$ cat config.mk
export PLATFORM = sky130hd
export DESIGN_NAME = stream_skew_pause_tracker_core
export DESIGN_NICKNAME = d
export VERILOG_FILES = /design/src/sspt_pkg.sv /design/src/sspt_cell.sv /design/src/stream_skew_pause_tracker_core.sv
export VERILOG_INCLUDE_DIRS = /design/src /design/src/src
export SDC_FILE = /design/constraint.sdc
export NUM_CORES = 2
export LEC_CHECK = 0
export ABC_AREA = 1
export BUFFER_PORTS_ARGS = -buffer_cell sky130_fd_sc_hd__buf_4
export CAP_MARGIN = 10
export CELL_PAD_IN_SITES_DETAIL_PLACEMENT = 1
export CELL_PAD_IN_SITES_GLOBAL_PLACEMENT = 2
export CORE_ASPECT_RATIO = 0.75
export CORE_MARGIN = 4
export CORE_UTILIZATION = 40
export DETAILED_ROUTE_END_ITERATION = 8
export GPL_TIMING_DRIVEN = 0
export PLACE_DENSITY = 0.91
export SYNTH_ARGS = -nofsm -noshare
export SYNTH_HDL_FRONTEND = slang
export SYNTH_SLANG_ARGS = --single-unit
export TNS_END_PERCENT = 20
$ cat constraint.sdc
create_clock -name clk -period 6.8 [get_ports clk]
set_input_delay 1.02 -clock clk [delete_from_list [all_inputs] [get_ports clk]]
set_output_delay 1.02 -clock clk [all_outputs]
set_load 0.02 [all_outputs]
$ cat src/stream_skew_pause_tracker_core_defines.svh
// Assertion macros used by the tracker core.
// The enclosing module must provide clk and arst_n.
`ifndef STREAM_SKEW_PAUSE_TRACKER_CORE_DEFINES_SVH
`define STREAM_SKEW_PAUSE_TRACKER_CORE_DEFINES_SVH

`define SSPT_ASSERT_NOW(label, ante, cons, msg) \
	label: assert property (@(posedge clk) disable iff (!arst_n) (ante) |-> (cons)) \
		else $error(msg);

`define SSPT_ASSERT_NEXT(label, ante, cons, msg) \
	label: assert property (@(posedge clk) disable iff (!arst_n) (ante) |=> (cons)) \
		else $error(msg);

`endif

$ cat src/sspt_pkg.sv
package sspt_pkg;

	localparam logic [15:0] GAP_LIMIT_RESET    = 16'd10;
	localparam logic [3:0]  SOURCE_COUNT_RESET = 4'd8;

	localparam logic [2:0] ADDR_GAP_LIMIT    = 3'h0;
	localparam logic [2:0] ADDR_SOURCE_COUNT = 3'h4;

	localparam logic CMD_ARRIVAL = 1'b0;
	localparam logic CMD_CLEAR   = 1'b1;

	localparam int IDX_W = 6;

	typedef struct packed {
		logic arrive;
		logic clear;
		logic update;
	} sspt_ctrl_t;

endpackage

$ cat src/sspt_cell.sv
module sspt_cell #(
	parameter int CHUNK_BITS = 32
) (
	input  logic                   clk,
	input  logic                   arst_n,
	input  sspt_pkg::sspt_ctrl_t   ctrl,
	input  logic                   sel,
	input  logic                   in_use,
	input  logic [CHUNK_BITS-1:0]  chunk,
	input  logic [15:0]            gap_limit,
	input  logic [CHUNK_BITS-1:0]  slow_min,
	input  logic                   prev_vld,
	input  logic [CHUNK_BITS-1:0]  prev_min,
	output logic                   vld_q,
	output logic [CHUNK_BITS-1:0]  min_q,
	output logic                   pause_q,
	output logic                   raise
);
	import sspt_pkg::*;

	localparam int DW = (CHUNK_BITS > 16) ? CHUNK_BITS : 16;

	logic [CHUNK_BITS-1:0] highest_q;
	logic [CHUNK_BITS-1:0] diff;
	logic                  own;
	logic                  take_own;
	logic                  lead_over;

	assign raise     = ctrl.arrive && sel && (chunk > highest_q);
	assign own       = in_use && (highest_q != '0);
	assign take_own  = own && (!prev_vld || (highest_q < prev_min));
	assign diff      = highest_q - slow_min;
	assign lead_over = DW'(diff) > DW'(gap_limit);

	always_ff @(posedge clk or negedge arst_n) begin
		if (!arst_n) begin
			highest_q <= '0;
			pause_q   <= 1'b0;
			vld_q     <= 1'b0;
			min_q     <= '0;
		end else begin
			if (raise) begin
				highest_q <= chunk;
			end
			if (ctrl.clear && sel) begin
				pause_q <= 1'b0;
			end else if (ctrl.update && in_use) begin
				pause_q <= (highest_q != '0) && lead_over;
			end
			vld_q <= prev_vld || own;
			min_q <= take_own ? highest_q : prev_min;
		end
	end

endmodule

$ cat src/stream_skew_pause_tracker_core.sv
// Skew and pause tracker: each request on the slave stream either reports a chunk
// arrival or clears one source's pause flag, and produces exactly one result on the
// master stream. Every source has a cell in a chain; the running minimum of the
// nonzero highest chunk numbers passes one cell per clock. Each request goes through
// acceptance, a scan while the minimum crosses the chain, the pause update and the
// output load, which waits for m_tready when a result is still held; the next request
// is taken as soon as the result has moved into the output register. State is cleared
// by reset directly; there is no clearing pass.
module stream_skew_pause_tracker_core #(
	parameter int MAX_SOURCES = 8,
	parameter int CHUNK_BITS  = 32
) (
	input  logic        clk,
	input  logic        arst_n,
	input  logic        s_tvalid,
	output logic        s_tready,
	input  logic [39:0] s_tdata,  // source_index [2:0], chunk_number [34:3], zero [39:35]
	input  logic [0:0]  s_tuser,  // cmd [0]
	output logic        m_tvalid,
	input  logic        m_tready,
	// paused_mask [7:0], slowest_highest [39:8], slowest_valid [40],
	// new_highest [41], unknown_source [42], zero [47:43]
	output logic [47:0] m_tdata,
	input  logic        psel,
	input  logic        penable,
	input  logic        pwrite,
	input  logic [2:0]  paddr,
	input  logic [31:0] pwdata,
	output logic [31:0] prdata,
	output logic        pready
);
	import sspt_pkg::*;

	`include "stream_skew_pause_tracker_core_defines.svh"

	localparam int CW = (MAX_SOURCES > 1) ? $clog2(MAX_SOURCES) : 1;

	localparam logic [1:0] ST_IDLE  = 2'd0;
	localparam logic [1:0] ST_SCAN  = 2'd1;
	localparam logic [1:0] ST_PAUSE = 2'd2;
	localparam logic [1:0] ST_DONE  = 2'd3;

	logic [1:0]            state_q;
	logic [CW-1:0]         cnt_q;
	logic [15:0]           gap_limit_q;
	logic [3:0]            source_count_q;
	logic                  raised_q;
	logic                  unknown_q;
	logic                  m_valid_q;
	logic [47:0]           m_data_q;

	logic                  accept;
	logic                  cfg_write;
	logic                  s_cmd;
	logic [2:0]            s_idx;
	logic [31:0]           s_chunk;
	logic [CHUNK_BITS-1:0] chunk_c;
	logic                  unknown;
	logic                  load_out;
	sspt_ctrl_t            ctrl;

	logic [MAX_SOURCES-1:0] sel;
	logic [MAX_SOURCES-1:0] in_use;
	logic [MAX_SOURCES-1:0] raise_vec;
	logic [MAX_SOURCES-1:0] pause_vec;
	logic [MAX_SOURCES-1:0] vld_chain;
	logic [CHUNK_BITS-1:0]  min_chain [MAX_SOURCES];

	logic [CHUNK_BITS-1:0] slow_min;
	logic                  slow_vld;
	logic [31:0]           slow32;
	logic [7:0]            mask8;

	assign s_cmd   = s_tuser[0];
	assign s_idx   = s_tdata[2:0];
	assign s_chunk = s_tdata[34:3];

	assign s_tready = (state_q == ST_IDLE);
	assign accept   = s_tvalid && s_tready;
	assign unknown  = (IDX_W'(s_idx) >= IDX_W'(source_count_q)) ||
		(IDX_W'(s_idx) >= IDX_W'(MAX_SOURCES));

	assign ctrl.arrive = accept && !unknown && (s_cmd == CMD_ARRIVAL);
	assign ctrl.clear  = accept && !unknown && (s_cmd == CMD_CLEAR);
	assign ctrl.update = (state_q == ST_PAUSE) && raised_q && slow_vld;

	generate
		if (CHUNK_BITS <= 32) begin : g_chunk_narrow
			assign chunk_c = s_chunk[CHUNK_BITS-1:0];
		end else begin : g_chunk_wide
			assign chunk_c = {{(CHUNK_BITS-32){1'b0}}, s_chunk};
		end
		if (CHUNK_BITS >= 32) begin : g_out_wide
			assign slow32 = slow_min[31:0];
		end else begin : g_out_narrow
			assign slow32 = {{(32-CHUNK_BITS){1'b0}}, slow_min};
		end
	endgenerate

	assign slow_min = min_chain[MAX_SOURCES-1];
	assign slow_vld = vld_chain[MAX_SOURCES-1];

	generate
		for (genvar i = 0; i < MAX_SOURCES; i++) begin : g_cell
			logic                  prev_vld;
			logic [CHUNK_BITS-1:0] prev_min;

			assign sel[i]    = (IDX_W'(s_idx) == IDX_W'(i));
			assign in_use[i] = (IDX_W'(i) < IDX_W'(source_count_q));

			if (i == 0) begin : g_head
				assign prev_vld = 1'b0;
				assign prev_min = '0;
			end else begin : g_link
				assign prev_vld = vld_chain[i-1];
				assign prev_min = min_chain[i-1];
			end

			sspt_cell #(
				.CHUNK_BITS(CHUNK_BITS)
			) u_cell (
				.clk      (clk),
				.arst_n   (arst_n),
				.ctrl     (ctrl),
				.sel      (sel[i]),
				.in_use   (in_use[i]),
				.chunk    (chunk_c),
				.gap_limit(gap_limit_q),
				.slow_min (slow_min),
				.prev_vld (prev_vld),
				.prev_min (prev_min),
				.vld_q    (vld_chain[i]),
				.min_q    (min_chain[i]),
				.pause_q  (pause_vec[i]),
				.raise    (raise_vec[i])
			);
		end

		for (genvar b = 0; b < 8; b++) begin : g_mask
			if (b < MAX_SOURCES) begin : g_bit
				assign mask8[b] = pause_vec[b] && in_use[b];
			end else begin : g_zero
				assign mask8[b] = 1'b0;
			end
		end
	endgenerate

	assign load_out = (state_q == ST_DONE) && (!m_valid_q || m_tready);

	always_ff @(posedge clk or negedge arst_n) begin
		if (!arst_n) begin
			state_q   <= ST_IDLE;
			cnt_q     <= '0;
			raised_q  <= 1'b0;
			unknown_q <= 1'b0;
		end else begin
			unique case (state_q)
				ST_IDLE: begin
					if (accept) begin
						raised_q  <= |raise_vec;
						unknown_q <= unknown;
						cnt_q     <= '0;
						state_q   <= ST_SCAN;
					end
				end
				ST_SCAN: begin
					if (cnt_q == CW'(MAX_SOURCES - 1)) begin
						state_q <= ST_PAUSE;
					end else begin
						cnt_q <= cnt_q + 1'b1;
					end
				end
				ST_PAUSE: begin
					state_q <= ST_DONE;
				end
				ST_DONE: begin
					if (load_out) begin
						state_q <= ST_IDLE;
					end
				end
				default: begin
					state_q <= ST_IDLE;
				end
			endcase
		end
	end

	always_ff @(posedge clk or negedge arst_n) begin
		if (!arst_n) begin
			m_valid_q <= 1'b0;
		end else if (load_out) begin
			m_valid_q <= 1'b1;
		end else if (m_tready) begin
			m_valid_q <= 1'b0;
		end
	end

	always_ff @(posedge clk) begin
		if (load_out) begin
			m_data_q <= {5'b0, unknown_q, raised_q, slow_vld,
				(slow_vld ? slow32 : 32'b0), mask8};
		end
	end

	assign m_tvalid = m_valid_q;
	assign m_tdata  = m_data_q;

	assign pready    = 1'b1;
	assign cfg_write = psel && penable && pwrite && pready;

	always_ff @(posedge clk or negedge arst_n) begin
		if (!arst_n) begin
			gap_limit_q    <= GAP_LIMIT_RESET;
			source_count_q <= SOURCE_COUNT_RESET;
		end else if (cfg_write) begin
			unique case (paddr)
				ADDR_GAP_LIMIT:    gap_limit_q    <= pwdata[15:0];
				ADDR_SOURCE_COUNT: source_count_q <= pwdata[3:0];
				default: begin
				end
			endcase
		end
	end

	always_comb begin
		unique case (paddr)
			ADDR_GAP_LIMIT:    prdata = {16'b0, gap_limit_q};
			ADDR_SOURCE_COUNT: prdata = {28'b0, source_count_q};
			default:           prdata = 32'b0;
		endcase
	end

	`SSPT_ASSERT_NOW(a_raise_known, m_tvalid && m_tdata[41], !m_tdata[42], "raise reported for unknown source")
	`SSPT_ASSERT_NOW(a_raise_has_min, m_tvalid && m_tdata[41], m_tdata[40], "raise without a valid minimum")
	`SSPT_ASSERT_NEXT(a_scan_to_pause, (state_q == ST_SCAN) && (cnt_q == CW'(MAX_SOURCES - 1)), state_q == ST_PAUSE, "scan did not end in pause update")

endmodule

* After elaboration in Yosys (flattened, before gate mapping)
Cells that the tools add are included.
Storage, ports and cells: flip-flop bits (word level) 599, input bits 83, output and inout port bits 83, word-level logic and storage cells 256
Cells by class: add/subtract/negate cells 9, $lt $le $gt $ge 32, equal/unequal tests 16, muxes and demuxes 34, bitwise gates (word level) 1, reductions and logical operators 123
Operators by type and width (number):
- greater-than comparator 32 x 16 -> 1 bit | 8
- greater-than comparator 32 bit | 8
- 2-to-1 mux 32 bit | 8
- nonzero test 32 bit | 8
- subtractor 32 bit | 8
- less-than comparator 32 bit | 7
- logical AND 1 bit | 72
- one-hot mux 16 bit (2 select lines) | 1
- nonzero test 2 bit | 10
- equality test 3 bit (second input constant) | 6
- 2-to-1 mux 1 bit | 18
- less-than comparator 3 x 4 -> 1 bit (first input constant) | 4
- logical OR 1 bit | 15
- zero test 1 bit | 9
- less-than comparator 1 x 4 -> 1 bit (first input constant) | 2
- less-than comparator 2 x 4 -> 1 bit (first input constant) | 2
- one-hot mux 2 bit (4 select lines) | 1
- OR reduction 8 bit | 1
- equality test 3 x 2 -> 1 bit (second input constant) | 2
- zero test 3 bit | 2
- 2-to-1 mux 2 bit | 3
- 2-to-1 mux 3 bit | 2
- inequality test 2 bit (second input constant) | 3
- one-hot mux 3 bit (2 select lines) | 1
- 10 further kinds | 14

* Depth between registers and ports, before layout
depth after elaboration 7, depth in mapped cells 27, gate-level depth less buffers 27

* Cells and area by module
From an unflattened synthesis, not the netlist that was laid out.
Second synthesis, totals: cell total of the unflattened synthesis 9665, area, all modules 62125.8 sq um
By module, submodules not included:
- sspt_cell (g_cell[1].u_cell ...) | instances 5, cells each 1176, area each 7383.3 sq um, seq. area each 1651.6 sq um
- sspt_cell (g_cell[0].u_cell ...) | instances 2, cells each 1153, area each 7247.0 sq um, seq. area each 1651.6 sq um
- sspt_cell (g_cell[4].u_cell) | instances 1, cells each 1124, area each 7252.0 sq um, seq. area each 1651.6 sq um
- stream_skew_pause_tracker_core | instances 1, cells each 355, area each 3463.3 sq um, seq. area each 1995.7 sq um

* Worst setup path before layout
Ideal clock, no wire load.
path kind in2reg, from input port m_tready, to register m_data_q[0] (netlist: m_tdata[0]) (enable), library setup time 458 ps, arrival 3155 ps, data required time 6342 ps, slack 3187 ps, cell stages on the path 2, path buffers 0, cell sequence inv_1 > a21oi_1
On the way: cells in the longest elaborated chain, start to end 2
Ends and longest elaborated chain:
- from (decl) | RTL line stream_skew_pause_tracker_core.sv:20 | input logic m_tready,
- logical OR 1 bit | RTL line stream_skew_pause_tracker_core.sv:148 | assign load_out = (state_q == ST_DONE) && (!m_valid_q || m_tready);
- logical AND 1 bit | RTL line stream_skew_pause_tracker_core.sv:148
- named net load_out | RTL line stream_skew_pause_tracker_core.sv:59 | logic load_out;
- to (signal assigned) | RTL line stream_skew_pause_tracker_core.sv:200 | m_data_q <= {5'b0, unknown_q, raised_q, slow_vld,
- to (decl) | RTL line stream_skew_pause_tracker_core.sv:50 | logic [47:0] m_data_q;
The timed path passes the listed nets, and every way through them passes these cells. A chain may end at the register's enable or synchronous reset.

* Worst setup path after layout
from register g_cell[7].u_cell.min_q[1], to register g_cell[4].u_cell.pause_q
On the way: cells in the longest elaborated chain, start to end 5
Ends and longest elaborated chain:
- from (decl) | RTL line sspt_cell.sv:15 | output logic [CHUNK_BITS-1:0] min_q,
- from (signal assigned) | RTL line sspt_cell.sv:51 | min_q <= take_own ? highest_q : prev_min;
- subtractor 32 bit | RTL line sspt_cell.sv:32 | assign diff = highest_q - slow_min;
- greater-than comparator 32 x 16 -> 1 bit | RTL line sspt_cell.sv:33 | assign lead_over = DW'(diff) > DW'(gap_limit);
- logical AND 1 bit | RTL line sspt_cell.sv:48 | pause_q <= (highest_q != '0) && lead_over;
- 2-to-1 mux 1 bit | RTL line sspt_cell.sv:47 | end else if (ctrl.update && in_use) begin
- 2-to-1 mux 1 bit | RTL line sspt_cell.sv:45 | if (ctrl.clear && sel) begin
- to (signal assigned) | RTL line sspt_cell.sv:48
- to (decl) | RTL line sspt_cell.sv:16 | output logic pause_q,
No other way between the ends. The select of a mux whose other input is x is not followed.

==> impl_summary.txt <==
----------------------------------------------------
[STA]
  Setup repair after global routing missed its margin ... no
  Final hold violations ... 0
  Clock skew ... 0.0416 ns
  Final Max Tran Viols ... 0
  Ratio of final minimum period to clock period ... 0.868
  Slew at the pin closest to its max-slew limit ... 1.45 ns
  Setup-failing EPs final ... 0
  Clock period minus worst slack ... 5.90 ns
  Worst slew margin ... 0.0275
  Worst-case hold slack ... 0.334 ns
  Max frequency ... 169 MHz

[Synthesis]
  Number of flops mapped to enable cells by yosys ... 43
  Fraction of synthesis flops using an asynchronous set or reset pin ... 0.928
  Average cell area after synthesis ... 6.77 µm²
  Cell count after synthesis ... 8,374
  Number of synthesized register bits ... 599
  Synthesis warning total ... 0
  Most frequently used flop master after synthesis ... sky130_fd_sc_hd__dfrtp_1
  Cell variety after synth ... 60
  Netlist area before placement ... 56,700 µm²
  Share of synthesized area occupied by flip-flops and latches ... 0.268

[Global route]
  Largest net degree at the start of global routing ... 120
  Initial antenna violation count ... 27
  Via count of the first global-routing pass ... 58,300
  Global-route wire length before repair ... 396 mm
  Overall routing resource usage ... 0.363
  GR Overflow Total ... 0

[Placed design]
  Final RePlAce weighted congestion ... 0.982
  Total half-perimeter wirelength after legalization and detailed placement ... 224 mm
  Count of buffers inserted at the top-level ports ... 122

[Routing]
  Iter 0 DRT Violations ... 6,523
  Detailed-route via count ... 60,100
  Routed WL per cell ... 26.2 µm
  Total wire length ... 277 mm
  First-pass detailed-route iteration total ... 6
  Vias per std cell ... 5.69
  Remaining antenna violation count after routing ... 0
  # DRC ... 0

[Flow run]
  Max-capacitance violation count ... 0

[Setup path]
  Arrival time at the worst endpoint ... 6.44 ns
  Worst r2r src ... g_cell[7].u_cell.min_q[1]
  CP Capture Type ... register
  Worst endpoint required time ... 7.34 ns
  Worst flop-to-flop path endpoint ... g_cell[4].u_cell.pause_q
  Biggest fanout along the worst timing path ... 10
  Number of cells traversed by the worst register-to-register path ... 22
  Category of the worst setup path launch point ... register
  Kind of critical path ... register to register
  FF-to-FF setup slack ... 0.90 ns

[CTS]
  Worst-Skew Late Latency ... 0.69 ns
  Clk sink count ... 599
  Number of clock buffers inserted by TritonCTS ... 71
  H-tree lvl count ... 3
  Count of hold buffers inserted by post-cts repair ... 0
  CTS tree ... done
  Post-cts gate resize count ... 0
  Post-CTS setup buffer count ... 0
  Clk pin slew, worst setup/hold paths ... 0.07 ns
  Maximum clock insertion buffer count ... 3
  CTS root buffer ... sky130_fd_sc_hd__clkbuf_16

[Floorplan]
  Die W ... 443 µm
  Number of rows in the core area ... 119
  Initial Util ... 0.403
  Die outline area ... 148,000 µm²
  Placeable core region ... 141,000 µm²
  Die Height ... 334 µm
  I/O pin count ... 166

[Cells and area]
  Layout overhead on the synthesized area ... 11.3%
  Fin nets ... 9,562
  Fraction of final layout cells sized beyond drive strength 1 ... 0.0646

[Run status]
  Status ... finished, final reports clean

[Worst hold path]
  Worst hold path type ... input pin to asynchronous set/reset pin

----------------------------------------------------
## through the flow
step                       util  area, µm²  TNS [ns]  setup slack, ns  std cells
final                     0.449      63100         0            0.897      10600
after floorplan               -      56800         0             3.19       8394
after detailed placement  0.431      60600         0             1.25      10400
after global routing      0.449      63100         0            0.791      10500
after CTS                 0.449      63000         0             1.20      10500
after global placement    0.427      60000   -844.60            -1.67      10400
## how the worst max path moves through the flow
stage | startpoint | endpoint | slack [ns] | cells after the start
floorplan | m_tready | m_tdata[0] | 3.19 | 2
global placement | arst_n | g_cell[6].u_cell.highest_q[26] | -1.67 | 1
detailed placement | g_cell[7].u_cell.min_q[1] | g_cell[4].u_cell.pause_q | 1.25 | 22
CTS | g_cell[7].u_cell.min_q[1] | g_cell[4].u_cell.pause_q | 1.20 | 22
global route | g_cell[7].u_cell.min_q[1] | g_cell[4].u_cell.pause_q | 0.79 | 22
finish | g_cell[7].u_cell.min_q[1] | g_cell[4].u_cell.pause_q | 0.90 | 22
## cell families after synthesis
group / synth area share
AND/OR/NAND/NOR: 0.299
buffers and inverters: 0.113
AO/OA/AOI/OAI: 0.110
adder cells (fa/ha/maj): 0.192
flip-flops: 0.268
XOR/XNOR: 0.0187
other: 0.000132
## critical path, cell delays in order (launching register included)
cell                      delay (ns)
sky130_fd_sc_hd__dfrtp_2        0.95
sky130_fd_sc_hd__inv_1          0.79
sky130_fd_sc_hd__ha_1           0.54
sky130_fd_sc_hd__nand3_1        0.09
sky130_fd_sc_hd__nand3_1        0.15
sky130_fd_sc_hd__nand2_1        0.12
sky130_fd_sc_hd__nand2_1        0.12
sky130_fd_sc_hd__nand2_1        0.09
sky130_fd_sc_hd__nand2_1        0.17
sky130_fd_sc_hd__xor2_1         0.20
sky130_fd_sc_hd__ha_1           0.31
sky130_fd_sc_hd__nand2_1        0.08
sky130_fd_sc_hd__nor2_1         0.22
sky130_fd_sc_hd__nor3b_1        0.53
sky130_fd_sc_hd__nand4_1        0.34
sky130_fd_sc_hd__nand2_1        0.23
sky130_fd_sc_hd__nand3_1        0.10
sky130_fd_sc_hd__nor2_1         0.09
sky130_fd_sc_hd__nand2_1        0.05
sky130_fd_sc_hd__nor2_1         0.08
sky130_fd_sc_hd__nand2_1        0.17
sky130_fd_sc_hd__nand2_1        0.23
sky130_fd_sc_hd__a21oi_1        0.09
## layer usage
metal,vias to the layer above,GRT usage,share of wire
li1,27400,-,-
met1,29600,0.534,0.46
met2,2677,0.486,0.37
met3,417,0.135,0.13
met4,26,0.103,0.033
met5,-,0.0111,0.0014
## cell usage after synthesis (4+ instances only)
library cell	n	area (µm²)
sky130_fd_sc_hd__nand2_1	2619	9830
sky130_fd_sc_hd__inv_1	1418	5320
sky130_fd_sc_hd__ha_1	858	10700
sky130_fd_sc_hd__nor2_1	578	2170
sky130_fd_sc_hd__dfrtp_1	553	13800
sky130_fd_sc_hd__a21oi_1	508	2540
sky130_fd_sc_hd__nand3_1	489	2450
sky130_fd_sc_hd__o21ai_0	341	1710
sky130_fd_sc_hd__xor2_1	109	955
sky130_fd_sc_hd__o21ai_1	105	526
sky130_fd_sc_hd__nand4_1	95	594
sky130_fd_sc_hd__nor4_1	78	488
sky130_fd_sc_hd__nor3_1	73	365
sky130_fd_sc_hd__nand2_2	70	438
sky130_fd_sc_hd__o21ai_2	58	508
sky130_fd_sc_hd__buf_2	48	240
sky130_fd_sc_hd__buf_4	48	360
sky130_fd_sc_hd__edfxtp_1	43	1290
sky130_fd_sc_hd__clkbuf_1	30	113
sky130_fd_sc_hd__o21bai_1	27	203
sky130_fd_sc_hd__o21a_1	26	195
sky130_fd_sc_hd__nand3b_1	19	143
sky130_fd_sc_hd__buf_6	14	158
sky130_fd_sc_hd__o221ai_1	14	123
sky130_fd_sc_hd__a211oi_1	12	90.1
sky130_fd_sc_hd__inv_2	12	45.0
sky130_fd_sc_hd__xnor2_1	12	105
sky130_fd_sc_hd__and2_1	11	68.8
sky130_fd_sc_hd__a21o_1	10	75.1
sky130_fd_sc_hd__nor3b_1	9	67.6
sky130_fd_sc_hd__fa_1	8	160
sky130_fd_sc_hd__o211ai_1	8	60.1
sky130_fd_sc_hd__or2_2	8	50.1
sky130_fd_sc_hd__a31oi_1	7	43.8
sky130_fd_sc_hd__buf_12	6	120
sky130_fd_sc_hd__nor3_2	6	60.1
sky130_fd_sc_hd__nand3_2	4	40.0
sky130_fd_sc_hd__nor4_2	4	50.1
sky130_fd_sc_hd__o22ai_1	4	25.0
sky130_fd_sc_hd__o31ai_1	4	30.0
## placed cells by master (no fill, tap or decap), types with 10 or more instances in the layout
cell type and instances:
sky130_fd_sc_hd__a211oi_1 10, sky130_fd_sc_hd__nor4_1 78, sky130_fd_sc_hd__o21bai_1 27, sky130_fd_sc_hd__inv_2 13
sky130_fd_sc_hd__buf_6 14, sky130_fd_sc_hd__inv_1 1417, sky130_fd_sc_hd__and2_1 11, sky130_fd_sc_hd__buf_4 170
sky130_fd_sc_hd__clkbuf_16 78, sky130_fd_sc_hd__nand3_1 489, sky130_fd_sc_hd__a21o_1 10, sky130_fd_sc_hd__nand4_1 95
sky130_fd_sc_hd__o21ai_1 105, sky130_fd_sc_hd__nor3_1 72, sky130_fd_sc_hd__buf_16 18, sky130_fd_sc_hd__o21ai_0 341
sky130_fd_sc_hd__clkinv_2 13, sky130_fd_sc_hd__dfrtp_1 552, sky130_fd_sc_hd__nor2_1 578, sky130_fd_sc_hd__o221ai_1 14
sky130_fd_sc_hd__o21ai_2 58, sky130_fd_sc_hd__clkbuf_1 44, sky130_fd_sc_hd__a21oi_1 507, sky130_fd_sc_hd__ha_1 858
sky130_fd_sc_hd__o21a_1 26, sky130_fd_sc_hd__nand3b_1 19, sky130_fd_sc_hd__edfxtp_1 43, sky130_fd_sc_hd__xnor2_1 12
sky130_fd_sc_hd__conb_1 22, sky130_fd_sc_hd__buf_2 51, sky130_fd_sc_hd__nand2_1 2619, sky130_fd_sc_hd__nand2_2 70
sky130_fd_sc_hd__xor2_1 109
## sequential cells by signal (all words and copies together), names as in the netlist, 2 cells and up
register / cells
source_count_q: 4
cnt_q: 3
g_cell.u_cell.min_q: 256
g_cell.u_cell.vld_q: 8
state_q: 2
g_cell.u_cell.highest_q: 256
gap_limit_q: 16
m_tdata: 43
g_cell.u_cell.pause_q: 8
## area by class of cell
cell class                      instances  area (µm²)
Fill cell                           18400       77400
Multi-Input combinational cell       6217       35200
Sequential cell                       599       15200
Inverter                             1430        5370
Tap cell                             1875        2350
Clock buffer                          100        2110
Timing Repair Buffer                  146        1480
Buffer                                148        1010
Clock inverter                         31         360
Antenna cell                            9        22.5
Power is left out: the tool's default activity adds up to more than one toggle a clock period on the data nets, which glitch-free logic cannot reach.
